===== config.mk =====
export PLATFORM = sky130hd
export DESIGN_NAME = adc_window_median_trimmed_mean_unit
export DESIGN_NICKNAME = d
export VERILOG_FILES = /design/src/awmt_pkg.sv /design/src/awmt_fifo.sv /design/src/awmt_front.sv /design/src/awmt_back.sv /design/src/adc_window_median_trimmed_mean_unit.sv
export SDC_FILE = /design/constraint.sdc
export NUM_CORES = 1
export LEC_CHECK = 0
export BUFFER_PORTS_ARGS = -buffer_cell sky130_fd_sc_hd__buf_2
export CAP_MARGIN = 15
export CORE_MARGIN = 10
export CORE_UTILIZATION = 65
export DETAILED_ROUTE_END_ITERATION = 6
export GPL_ROUTABILITY_DRIVEN = 0
export GPL_TIMING_DRIVEN = 0
export PLACE_DENSITY = 0.79
export SYNTH_ARGS = -nofsm -noshare
export SYNTH_HDL_FRONTEND = slang
export SYNTH_HIERARCHICAL = 1
export SYNTH_SLANG_ARGS = --single-unit
export TNS_END_PERCENT = 5

===== constraint.sdc =====
create_clock -name clk -period 17 [get_ports clk]
set_input_delay 1.7 -clock clk [delete_from_list [all_inputs] [get_ports clk]]
set_output_delay 1.7 -clock clk [all_outputs]
set_load 0.03 [all_outputs]

===== src/awmt_pkg.sv =====
package awmt_pkg;

    localparam int SAMPLE_W   = 16;
    localparam int TRIM_DEPTH = 6;
    localparam int TRIM_SHIFT = 2;
    // 6 samples of 16 bits need 19 bits of running sum
    localparam int SUM_W      = SAMPLE_W + $clog2(TRIM_DEPTH);

    localparam logic MODE_TRIM   = 1'b0;
    localparam logic MODE_MEDIAN = 1'b1;

    // one classified sample on its way from front to back
    typedef struct packed {
        logic [SAMPLE_W-1:0] sample;
        logic                first;  // opens a window
        logic                last;   // completes a window
        logic                mode;
    } item_t;

endpackage


===== src/awmt_fifo.sv =====
module awmt_fifo
    import awmt_pkg::*;
#(
    parameter int W = 16
)
(
    input  logic         clk,
    input  logic         rst_n,
    input  logic         push,
    input  logic [W-1:0] din,
    output logic         full,
    input  logic         pop,
    output logic [W-1:0] dout,
    output logic         empty
);

    logic [W-1:0] mem_reg [2];
    logic         wr_ptr_reg;
    logic         wr_ptr_next;
    logic         rd_ptr_reg;
    logic         rd_ptr_next;
    logic [1:0]   count_reg;
    logic [1:0]   count_next;
    logic         do_push;
    logic         do_pop;

    assign full    = (count_reg == 2'd2);
    assign empty   = (count_reg == 2'd0);
    assign do_push = push && !full;
    assign do_pop  = pop && !empty;
    assign dout    = mem_reg[rd_ptr_reg];

    always_comb
    begin
        wr_ptr_next = wr_ptr_reg ^ do_push;
        rd_ptr_next = rd_ptr_reg ^ do_pop;
        count_next  = count_reg + {1'b0, do_push} - {1'b0, do_pop};
    end

    always_ff @(posedge clk or negedge rst_n)
    begin
        if (!rst_n)
        begin
            wr_ptr_reg <= 1'b0;
            rd_ptr_reg <= 1'b0;
            count_reg  <= 2'd0;
        end
        else
        begin
            wr_ptr_reg <= wr_ptr_next;
            rd_ptr_reg <= rd_ptr_next;
            count_reg  <= count_next;
        end
    end

    always_ff @(posedge clk)
    begin
        if (do_push)
        begin
            mem_reg[wr_ptr_reg] <= din;
        end
    end

endmodule


===== src/awmt_front.sv =====
module awmt_front
    import awmt_pkg::*;
#(
    parameter int MEDIAN_DEPTH = 11
)
(
    input  logic                clk,
    input  logic                rst_n,
    input  logic                cfg_write,
    input  logic                cfg_mode,
    input  logic                push,
    input  logic                full,
    input  logic [SAMPLE_W-1:0] sample,
    output logic                q_push,
    output item_t               q_item
);

    localparam int NEED_MAX = (MEDIAN_DEPTH > TRIM_DEPTH) ? MEDIAN_DEPTH : TRIM_DEPTH;
    localparam int CW       = $clog2(NEED_MAX + 1);

    logic [CW-1:0] cnt_reg;
    logic [CW-1:0] cnt_next;
    logic [CW-1:0] cnt_inc;
    logic [CW-1:0] need;
    logic          mode_reg;
    logic          mode_next;
    logic          accept;
    logic          last;

    assign accept  = push && !full;
    assign need    = (mode_reg == MODE_MEDIAN) ? CW'(MEDIAN_DEPTH) : CW'(TRIM_DEPTH);
    assign cnt_inc = cnt_reg + CW'(1);
    assign last    = (cnt_inc == need);

    assign q_push        = accept;
    assign q_item.sample = sample;
    assign q_item.first  = (cnt_reg == '0);
    assign q_item.last   = last;
    assign q_item.mode   = mode_reg;

    always_comb
    begin
        cnt_next  = cnt_reg;
        mode_next = mode_reg;
        if (cfg_write)
        begin
            // any mode write drops the partial window
            mode_next = cfg_mode;
            cnt_next  = '0;
        end
        else if (accept)
        begin
            cnt_next = last ? '0 : cnt_inc;
        end
    end

    always_ff @(posedge clk or negedge rst_n)
    begin
        if (!rst_n)
        begin
            cnt_reg  <= '0;
            mode_reg <= MODE_TRIM;
        end
        else
        begin
            cnt_reg  <= cnt_next;
            mode_reg <= mode_next;
        end
    end

endmodule


===== src/awmt_back.sv =====
module awmt_back
    import awmt_pkg::*;
#(
    parameter int MEDIAN_DEPTH = 11
)
(
    input  logic                clk,
    input  logic                rst_n,
    input  item_t               q_item,
    input  logic                q_empty,
    output logic                q_pop,
    input  logic                res_full,
    output logic                res_push,
    output logic [SAMPLE_W-1:0] res_data
);

    localparam int MID = (MEDIAN_DEPTH - 1) / 2;

    logic [SAMPLE_W-1:0] sort_reg   [MEDIAN_DEPTH];
    logic [SAMPLE_W-1:0] sort_next  [MEDIAN_DEPTH];
    logic [MEDIAN_DEPTH-1:0] valid_reg;
    logic [MEDIAN_DEPTH-1:0] valid_next;
    logic [MEDIAN_DEPTH-1:0] valid_eff;
    logic [MEDIAN_DEPTH-1:0] keep;

    logic [SUM_W-1:0]    sum_reg;
    logic [SUM_W-1:0]    sum_next;
    logic [SAMPLE_W-1:0] min_reg;
    logic [SAMPLE_W-1:0] min_next;
    logic [SAMPLE_W-1:0] max_reg;
    logic [SAMPLE_W-1:0] max_next;
    logic [SUM_W-1:0]    trim_sum;
    logic [SAMPLE_W-1:0] trim_val;
    logic                fire;
    logic [SAMPLE_W-1:0] v;

    assign v     = q_item.sample;
    assign fire  = !q_empty && (!q_item.last || !res_full);
    assign q_pop = fire;

    // insertion into the sorted row: keep entries not above v, shift the rest up
    always_comb
    begin
        valid_eff = q_item.first ? '0 : valid_reg;
        for (int i = 0; i < MEDIAN_DEPTH; i++)
        begin
            keep[i] = valid_eff[i] && !(sort_reg[i] > v);
        end
        sort_next[0]  = keep[0] ? sort_reg[0] : v;
        valid_next[0] = 1'b1;
        for (int i = 1; i < MEDIAN_DEPTH; i++)
        begin
            if (keep[i])
            begin
                sort_next[i] = sort_reg[i];
            end
            else if (keep[i-1])
            begin
                sort_next[i] = v;
            end
            else
            begin
                sort_next[i] = sort_reg[i-1];
            end
            valid_next[i] = valid_eff[i] || valid_eff[i-1];
        end
    end

    // running sum, minimum and maximum for the trimmed mean
    always_comb
    begin
        if (q_item.first)
        begin
            sum_next = SUM_W'(v);
            min_next = v;
            max_next = v;
        end
        else
        begin
            sum_next = sum_reg + SUM_W'(v);
            min_next = (v < min_reg) ? v : min_reg;
            max_next = (v > max_reg) ? v : max_reg;
        end
        trim_sum = sum_next - SUM_W'(min_next) - SUM_W'(max_next);
        trim_val = trim_sum[TRIM_SHIFT +: SAMPLE_W];
    end

    assign res_push = fire && q_item.last;
    assign res_data = (q_item.mode == MODE_MEDIAN) ? sort_next[MID] : trim_val;

    always_ff @(posedge clk or negedge rst_n)
    begin
        if (!rst_n)
        begin
            valid_reg <= '0;
        end
        else if (fire)
        begin
            valid_reg <= valid_next;
        end
    end

    always_ff @(posedge clk)
    begin
        if (fire)
        begin
            sort_reg <= sort_next;
            sum_reg  <= sum_next;
            min_reg  <= min_next;
            max_reg  <= max_next;
        end
    end

endmodule


===== src/adc_window_median_trimmed_mean_unit.sv =====
// channel   dir  handshake            word
// sample    in   push / full          16-bit unsigned converter reading
// filtered  out  empty / pop          16-bit trimmed mean or median
// cfg       in   cfg_valid/cfg_ready  cfg_data: filter mode, 0 trim of 6, 1 median
//
// Rate: one sample word per cycle while full is low; the back retires a word per cycle
// while not stalled, through a combinational insertion sorter and running sum/min/max.
// Result path: a completing word writes its result at the edge it leaves the middle queue;
// the result passes the middle queue and output queue registers before it shows on the ports.
// Reset: rst_n low (async) sets trimmed mean; any mode write (cfg_ready is 1) restarts.
// Stalls: the back holds a completing word on a full output queue; full rises after two.
module adc_window_median_trimmed_mean_unit
    import awmt_pkg::*;
#(
    parameter int MEDIAN_DEPTH = 11
)
(
    input  logic                clk,
    input  logic                rst_n,
    input  logic                cfg_valid,
    output logic                cfg_ready,
    input  logic                cfg_data,
    input  logic                push,
    output logic                full,
    input  logic [SAMPLE_W-1:0] sample,
    output logic                empty,
    input  logic                pop,
    output logic [SAMPLE_W-1:0] filtered
);

    localparam int ITEM_W = $bits(item_t);

    item_t               fr_item;
    logic                fr_push;
    logic [ITEM_W-1:0]   mid_dout;
    item_t               mid_item;
    logic                mid_empty;
    logic                mid_pop;
    logic                res_push;
    logic                res_full;
    logic [SAMPLE_W-1:0] res_data;
    logic                cfg_write;

    // take mode writes unconditionally
    assign cfg_ready = 1'b1;
    assign cfg_write = cfg_valid && cfg_ready;

    // front: count and tag each sample word
    awmt_front #(
        .MEDIAN_DEPTH (MEDIAN_DEPTH)
    ) u_front (
        .clk       (clk),
        .rst_n     (rst_n),
        .cfg_write (cfg_write),
        .cfg_mode  (cfg_data),
        .push      (push),
        .full      (full),
        .sample    (sample),
        .q_push    (fr_push),
        .q_item    (fr_item)
    );

    // hold tagged words between front and back
    awmt_fifo #(
        .W (ITEM_W)
    ) u_mid_q (
        .clk   (clk),
        .rst_n (rst_n),
        .push  (fr_push),
        .din   (fr_item),
        .full  (full),
        .pop   (mid_pop),
        .dout  (mid_dout),
        .empty (mid_empty)
    );

    assign mid_item = item_t'(mid_dout);

    // back: sort and accumulate, emit on window completion
    awmt_back #(
        .MEDIAN_DEPTH (MEDIAN_DEPTH)
    ) u_back (
        .clk      (clk),
        .rst_n    (rst_n),
        .q_item   (mid_item),
        .q_empty  (mid_empty),
        .q_pop    (mid_pop),
        .res_full (res_full),
        .res_push (res_push),
        .res_data (res_data)
    );

    // hold results until the consumer pops them
    awmt_fifo #(
        .W (SAMPLE_W)
    ) u_res_q (
        .clk   (clk),
        .rst_n (rst_n),
        .push  (res_push),
        .din   (res_data),
        .full  (res_full),
        .pop   (pop),
        .dout  (filtered),
        .empty (empty)
    );

    // back never drops a result into a full output queue
    assert property (@(posedge clk) disable iff (!rst_n) res_push |-> !res_full)
        else $error("result pushed into full output queue");

    // back only retires words that are present
    assert property (@(posedge clk) disable iff (!rst_n) mid_pop |-> !mid_empty)
        else $error("middle queue popped while empty");

    // a result comes only from a window-completing word
    assert property (@(posedge clk) disable iff (!rst_n) res_push |-> (mid_pop && mid_item.last))
        else $error("result without a completing sample");

endmodule

==> results.json, run 1 <==
{
  "dr.pass1.iters": 6,
  "synth_cell_types": 65,
  "grt_pass1_wl_mm": 63.92,
  "area_growth_pct": 8.584,
  "hpwl_mm": 29.66,
  "antenna_left": 0,
  "post-route-drc-count": 0,
  "grt_antenna_before_repair": 1,
  "rsz0062_at_grt": "no",
  "track_usage_pct": 26.20,
  "synth_top_area_cell": "edfxtp_1",
  "numClockSinks": 235,
  "synth_edf_count": 216,
  "highest_layer": "met4",
  "path_clk_slew_ps": 60,
  "cts_tree": "built",
  "cp_slowest_cell": "fa_1",
  "drt_wl_total_mm": 41.37,
  "cts_buffers": 25,
  "numPortBuffers": 23,
  "worst_clock_skew_ps": 16.69,
  "slew_headroom_pct": 38.81,
  "outcome": "complete, no violations",
  "num_vias": 11880,
  "ys_async_sr_fraction_pct": 8.085,
  "clock.fmax_mhz": 145.0,
  "clockRootBuffer": "clkbuf_16",
  "crit_path_end_kind": "flop",
  "dieArea_sq_um": 30990,
  "yosys_warnings": 6,
  "initial_core_util_pct": 65.66,
  "period_needed_ps": 6899,
  "first_iter_violations": 1652,
  "antenna_cells": 0,
  "synth_most_common_cell": "edfxtp_1",
  "path_class": "reg -> reg",
  "wl_met1_mm": 16.25,
  "cts_resized": 0,
  "grt_pass1_vias": 11609,
  "tns_ps": 0,
  "grt_max_degree": 50,
  "arrival_ps": 7160,
  "synth_area_leaders": "edfxtp_1 41%, ha_1 14%, mux2i_1 4.7%",
  "synth_common_cells": "216 x edfxtp_1, 171 x ha_1, 132 x nand2_1",
  "netlist_instances": 1410,
  "worst_pin_slew_ps": 917.9,
  "setup_viol": 0,
  "finalHoldViolations": 0,
  "wl_met3_mm": 4.294,
  "io_pins": 41,
  "synth_fp_nets": 1618,
  "ys_ff_latch": 235,
  "final_layout_size_suffix_gt1_share_pct": 13.02,
  "cp.required_ps": 17260,
  "largest_reg_flops": 96,
  "seq_area_frac_synth_pct": 43.98,
  "fin_crit_sh_pct": 40.58,
  "die_h_um": 176.1,
  "syn_avg_cell_area_sq_um": 11.23,
  "rows": 57,
  "clk_path_buf_depth": 3,
  "holdBufCountCts": 0,
  "fp.dieW_um": 176.1,
  "maxCapViolCount": 0,
  "nets": 1673,
  "crit_top_cell": "o21ai_0",
  "worstSkewPairLatency_ps": 540,
  "synthFlopType": "edfxtp_1",
  "crit_path_max_incr_delay_ps": 490,
  "routed_via_density": 6.578,
  "crit_fanout": 10,
  "core_area_sq_um": 24110,
  "wl_per_cell_um": 22.91,
  "crit_path_start_kind": "flop",
  "gr-total-overflow": 0,
  "htreeDepth": 1,
  "synth.top_cell.area_share_pct": 40.98,
  "drv_slew": 0,
  "syn_area_sq_um": 15830,
  "hp-class": "reg -> reg",
  "r2r_slack_ps": 10100,
  "wl_met2_mm": 18.85,
  "post-cts-setup-buffers": 0
}
[logic make-up (layout without fill, tap and decap cells)]
family | after synthesis | in the layout | synth area share, %
simple gates | 326 | 326 | 9.691
compound gates | 307 | 307 | 12.96
flops | 235 | 235 | 43.98
fa+ha+maj | 186 | 186 | 15.41
buf+inv | 164 | 236 | 4.735
mux | 160 | 160 | 11.48
xor+xnor | 31 | 31 | 1.715
other cells | 1 | 1 | 0.02369
[cells in the final DEF, fill, tap and decap left out, types with 5 or more instances in the layout]
master	netlist	routed
edfxtp_1	216	216
mux2_4	29	29
dfrtp_1	19	19
a311o_1	16	16
mux2i_1	75	75
buf_4	20	24
o21ai_0	74	74
clkbuf_1	46	50
ha_1	171	171
nand3_1	30	30
nand4_1	26	26
nor3_1	42	42
buf_2	10	33
nand2b_1	14	14
inv_1	80	80
o311ai_0	16	16
clkbuf_16	0	25
nor2b_1	19	19
fa_1	15	15
a21oi_1	68	68
clkinvlp_4	0	5
nor2_1	42	42
xnor2_1	15	15
a211oi_1	6	6
a21o_1	23	23
xor2_1	16	16
and2_1	5	5
a31oi_1	19	19
nand2_1	132	132
o21a_1	22	22
o211ai_1	7	7
o221ai_1	16	16
o31ai_1	5	5
mux2_2	56	56
[layer usage]
metal  track usage (%)  up-vias
met1             33.52     5636
met5                 0        -
met3             5.980      129
met4             10.70        0
met2             42.27      706
li1                  -     5409
[final timing paths]
check	start	end	cells past startpoint
max	u_mid_q/rd_ptr_reg	u_res_q/mem_reg[1][15]	25
min	u_res_q/count_reg[1]	u_res_q/count_reg[1]	1
max reg2reg	u_mid_q/rd_ptr_reg	u_res_q/mem_reg[1][15]	25
min reg2reg	u_res_q/count_reg[1]	u_res_q/count_reg[1]	1
max in group asynchronous	rst_n	u_res_q/rd_ptr_reg	1
min in group asynchronous	rst_n	u_front/cnt_reg[0]	1
[cell type report]
class / count / area (sq um)
Clock buffer: 30 / 644.4
Fill cell: 1718 / 6918
Multi-Input combinational cell: 1011 / 8118
Inverter: 80 / 300.3
Buffer: 84 / 452.9
Tap cell: 324 / 405.4
Clock inverter: 14 / 132.6
Sequential cell: 235 / 6962
Timing Repair Buffer: 28 / 172.7
[through the flow]
stage	cells	instance area (sq um)	util, %	hold WS, ps	setup WS (ps)
4_1_cts	1805	17180	71.27	521.4	10230
3_3_place_gp	1757	16350	67.82	507.5	10370
5_1_grt	1806	17190	71.30	560.2	9790
6_report	1806	17190	71.30	523.0	10100
3_5_place_dp	1761	16400	68.05	513.4	10330
2_1_floorplan	1410	15830	-	479.4	11430
[worst max-delay path, delay by kind of cell (launching register included)]
kind | cells | cell delay, ps
flops | 1 | 380
fa+ha+maj | 3 | 1060
xor+xnor | 1 | 100
compound gates | 10 | 2260
mux | 3 | 1100
simple gates | 3 | 240
buf+inv | 5 | 1460
Power of run 1 is left out: the tool's default activity adds up to more than one toggle a clock period on the data nets, which glitch-free logic cannot reach.
==> run 2: changes to the inputs <==
- CORE_UTILIZATION: 65 -> 64
- PLACE_DENSITY: 0.79 -> 0.78
- clock period: 17 -> 7.1 ns (I/O delays scaled with it)
==> run 2 against run 1 <==
Count of clock-buffer cells in the layout is 2 lower. Core utilization is 0.10 points lower. Global-route usage is 0.28 points lower. First-iteration DRC count is 19% lower. Via count is 0.85% higher. Register-to-register slack worse by 9900 ps. Routed wire length is 0.79% higher. Hold slack worse by 340 ps. Sequential share of layout area is 0.30 points lower. Design area is 0.74% higher. Non-clock buffer count stayed put. Critical path type unchanged. Critical endpoint is now u_res_q/mem_reg[0][12].
==> results.json, run 2 (synthesized netlist as in run 1, its figures left out) <==
{
  "outcome": "complete, no violations",
  "crit_path_end_kind": "flop",
  "post-route-drc-count": 0,
  "final_common_cell": "edfxtp_1",
  "holdBufCountCts": 0,
  "cts_resized": 0,
  "gr-total-overflow": 0,
  "cp-endpoint": "u_res_q/mem_reg[0][12]",
  "crit_path_max_incr_delay_ps": 500,
  "cts_buffers": 26,
  "htreeDepth": 1,
  "cp_slowest_cell": "fa_1",
  "hpwl_mm": 29.34,
  "first_iter_violations": 1346,
  "maxCapViolCount": 0,
  "startpoint": "u_mid_q/rd_ptr_reg",
  "track_usage_pct": 25.92,
  "path_clk_slew_ps": 70,
  "core_area_sq_um": 24320,
  "clock.fmax_mhz": 145.2,
  "grt_pass1_vias": 11504,
  "rows": 57,
  "r2r_start": "u_mid_q/rd_ptr_reg",
  "worstRegToRegCells": 25,
  "wl_per_cell_um": 23.04,
  "nets": 1674,
  "cp.required_ps": 7360,
  "fp.dieW_um": 177.3,
  "drv_slew": 0,
  "final_layout_size_suffix_gt1_share_pct": 13.53,
  "worst_pin_slew_ps": 1001,
  "grt_pass1_wl_mm": 63.46,
  "post-cts-setup-buffers": 0,
  "io_pins": 41,
  "path_class": "reg -> reg",
  "grt_antenna_before_repair": 0,
  "drt_wl_total_mm": 41.70,
  "finalHoldViolations": 0,
  "die_h_um": 177.3,
  "antenna_cells": 0,
  "crit_top_cell": "o21ai_0",
  "cts_tree": "built",
  "crit_fanout": 10,
  "slew_headroom_pct": 33.24,
  "arrival_ps": 7150,
  "crit_path_start_kind": "flop",
  "worstSkewPairLatency_ps": 530,
  "n_fill_cell": 1715,
  "numPortBuffers": 23,
  "numClockSinks": 235,
  "num_vias": 11981,
  "routed_via_density": 6.619,
  "dieArea_sq_um": 31420,
  "fin_crit_sh_pct": 97.03,
  "tns_ps": 0,
  "antenna_left": 0,
  "clockRootBuffer": "clkbuf_16",
  "period_needed_ps": 6889,
  "hp-class": "in -> async",
  "rsz0062_at_grt": "no",
  "worst_clock_skew_ps": 13.41,
  "final_cell_mix": "216 x edfxtp_1, 171 x ha_1, 132 x nand2_1",
  "grt_max_degree": 44,
  "area_growth_pct": 9.391,
  "clk_path_buf_depth": 3,
  "rr_endpoint": "u_res_q/mem_reg[0][12]",
  "setup_viol": 0,
  "largest_reg_flops": 96,
  "r2r_slack_ps": 210,
  "dr.pass1.iters": 6,
  "initial_core_util_pct": 65.09
}
## run 2: cell type report
class | count | area (sq um) | share of cell area [%]
Clock buffer | 28 | 679.4 | 3.924
Timing Repair Buffer | 28 | 168.9 | 0.9755
Sequential cell | 235 | 6962 | 40.21
Multi-Input combinational cell | 1011 | 8118 | 46.88
Tap cell | 324 | 405.4 | 2.341
Inverter | 80 | 300.3 | 1.734
Buffer | 84 | 455.4 | 2.630
Clock inverter | 20 | 226.5 | 1.308
## run 2: routing by layer
layer / vias up / global-route usage (%) / wire length, um
met1: 5743 / 34.38 / 16990
met3: 133 / 4.438 / 3963
li1: 5414 / - / -
met5: - / 0 / 0
met2: 691 / 40.62 / 18610
met4: 0 / 12.47 / 2138
## run 2: critical path: cells and delay by family, from the launching register on
kind | cells | cell delay (ps)
buffers and inverters | 5 | 1380
muxes | 2 | 770
and+or+nand+nor | 5 | 500
adders and majority gates | 3 | 1050
AOI/OAI and AO/OA | 10 | 2500
DFF | 1 | 380
## run 2: through the flow
| step | hold slack [ps] | instances | setup WS, ps | instance area (sq um) | utilization [%] |
|---|---|---|---|---|---|
| after global placement | 503.5 | 1757 | 389.9 | 16350 | 67.23 |
| after detailed placement | 524.5 | 1760 | 458.0 | 16390 | 67.40 |
| final | 187.4 | 1810 | 210.6 | 17320 | 71.20 |
| after floorplan | 414.4 | 1410 | 1528 | 15830 | - |
| after global routing | 204.2 | 1810 | 14.07 | 17320 | 71.20 |
| after CTS | 192.9 | 1808 | 367.2 | 17300 | 71.13 |
## run 2: worst min path at each step
stage,start,end,slack (ps),depth (start not counted)
2_1_floorplan,rst_n,u_back/valid_reg[0],410,0
3_3_place_gp,u_res_q/count_reg[1],u_res_q/count_reg[1],500,1
3_5_place_dp,u_back/valid_reg[5],u_back/valid_reg[5],520,2
4_1_cts,rst_n,u_back/valid_reg[0],190,1
5_1_grt,rst_n,u_back/valid_reg[0],200,1
6_report,rst_n,u_back/valid_reg[0],190,1
Power of run 2 is left out for the same reason.
==> run 3: changes to the inputs <==
- CORE_UTILIZATION: 64 -> 58
- PLACE_DENSITY: 0.78 -> 0.75
- clock period: 7.1 -> 5.9 ns (I/O delays scaled with it)
==> run 3 against run 2 <==
Clock skew increased by 13 ps. Die area increased by 9.2%. Critical path type unchanged. Sequential share of layout area decreased by 1.7 points. Worst setup slack got worse by 160 ps. Hold slack got worse by 130 ps. Via count increased by 2.0%. Design area increased by 4.3%. Global-route usage decreased by 1.2 points. Cell count increased by 3.1%. Highest routed layer unchanged.
==> results.json, run 3 (synthesized netlist as in run 1, its figures left out) <==
{
  "antenna_cells": 0,
  "first_iter_violations": 1841,
  "path_clk_slew_ps": 60,
  "dieArea_sq_um": 34300,
  "grt_antenna_before_repair": 0,
  "antenna_left": 0,
  "drv_slew": 0,
  "arrival_ps": 6110,
  "grt_pass1_wl_mm": 65.29,
  "routed_via_density": 6.545,
  "initial_core_util_pct": 58.90,
  "grt_max_degree": 40,
  "cts_buffers": 25,
  "final_layout_size_suffix_gt1_share_pct": 17.89,
  "htreeDepth": 1,
  "crit_path_start_kind": "flop",
  "hpwl_mm": 29.70,
  "period_needed_ps": 5847,
  "largest_reg_flops": 96,
  "dr.pass1.iters": 6,
  "cp_top_family": "compound AO/OA/AOI/OAI gates",
  "grt_pass1_vias": 11579,
  "outcome": "complete, no violations",
  "setup_viol": 0,
  "crit_path_end_kind": "flop",
  "slew_headroom_pct": 32.12,
  "numClockSinks": 235,
  "drt_wl_total_mm": 44.12,
  "crit_fanout": 9,
  "clk_path_buf_depth": 3,
  "cts_tree": "built",
  "final_util_pct": 67.19,
  "r2r_slack_ps": 50,
  "fp.dieW_um": 185.2,
  "tns_ps": 0,
  "core_area_sq_um": 26880,
  "worstSkewPairLatency_ps": 540,
  "postLayoutCellArea_sq_um": 18060,
  "cp.required_ps": 6160,
  "nets": 1715,
  "track_usage_pct": 24.75,
  "final_cell_mix": "216 x edfxtp_1, 166 x ha_1, 132 x nand2_1",
  "die_h_um": 185.2,
  "crit_path_max_incr_delay_ps": 500,
  "num_vias": 12219,
  "fin_crit_sh_pct": 99.10,
  "maxCapViolCount": 0,
  "worstRegToRegCells": 26,
  "hp-class": "in -> async",
  "worst_pin_slew_ps": 1018,
  "place_area_sq_um": 16410,
  "r2r_start": "u_mid_q/rd_ptr_reg",
  "worst_clock_skew_ps": 25.93,
  "clockRootBuffer": "clkbuf_16",
  "clock.fmax_mhz": 171.0,
  "worst-path-buf-inv": 6,
  "cp_slowest_cell": "fa_1",
  "final_common_cell": "edfxtp_1",
  "path_class": "reg -> reg",
  "crit_top_cell": "buf_12",
  "rr_endpoint": "u_res_q/mem_reg[0][13]",
  "numPortBuffers": 23,
  "post-route-drc-count": 0,
  "gr-total-overflow": 0,
  "io_pins": 41,
  "wl_per_cell_um": 23.63,
  "finalHoldViolations": 0,
  "rows": 60,
  "area_growth_pct": 14.09
}
## run 3: worst max path at each step
stage	from	endpoint	slack (ps)	depth (start not counted)
floorplan	u_mid_q/rd_ptr_reg	u_res_q/mem_reg[0][15]	330	23
global placement	u_mid_q/rd_ptr_reg	u_res_q/mem_reg[1][15]	-750	25
detailed placement	u_mid_q/rd_ptr_reg	u_res_q/mem_reg[1][15]	-780	25
CTS	u_mid_q/rd_ptr_reg	u_res_q/mem_reg[1][15]	20	23
global route	u_mid_q/rd_ptr_reg	u_res_q/mem_reg[1][13]	-130	24
finish	u_mid_q/rd_ptr_reg	u_res_q/mem_reg[0][13]	50	26
## run 3: per-stage QoR
step           hold WS, ps  cells  setup slack (ps)
2_1_floorplan        294.4   1410             328.1
3_3_place_gp         504.7   1774            -748.7
3_5_place_dp         519.6   1777            -782.1
5_1_grt              68.86   1867            -131.9
6_report             55.91   1867             52.92
4_1_cts              55.16   1831             23.61
## run 3: per-layer routing
metal	global-route usage, %	vias up	share of wire, %
li1	-	5508	-
met3	4.016	119	10
met4	10.50	0	4.4
met2	40.14	721	46
met5	0	-	0
met1	32.18	5871	39
## run 3: worst register-to-register path, cell delays in order (launching register included)
cell        delay, ps
dfrtp_1           420
buf_8             150
mux2_4            380
buf_12            190
clkinvlp_4         90
buf_12            110
ha_1              150
nor2b_1            50
o21a_1            160
o21ai_1           120
nand2b_1           90
a211oi_2          230
o22ai_1           110
o21ai_1           180
buf_4             220
buf_12            150
mux2i_4           240
fa_1              500
ha_4              260
a21oi_1           230
nand2_1           110
a221o_1           400
a221oi_2          300
and2b_2           220
a21oi_1            70
xor2_1            140
mux2_2            290
## run 3: area by class of cell
cell class | instances | area (sq um)
well taps | 341 | 426.7
clock inverters | 17 | 264.0
repair buffers | 70 | 496.7
clock buffers | 29 | 660.6
plain buffers | 84 | 545.5
inverters | 80 | 304.0
multi-input cells | 1011 | 8399
fillers | 1951 | 8817
flip-flops and latches | 235 | 6962
## run 3: timing repair
action	CTS	global route
endpoints found under the setup margin	24	16
hold buffers	0	0
setup buffers	8	34
pin swaps	3	15
gates resized for setup	34	51
Power of run 3 is left out for the same reason.
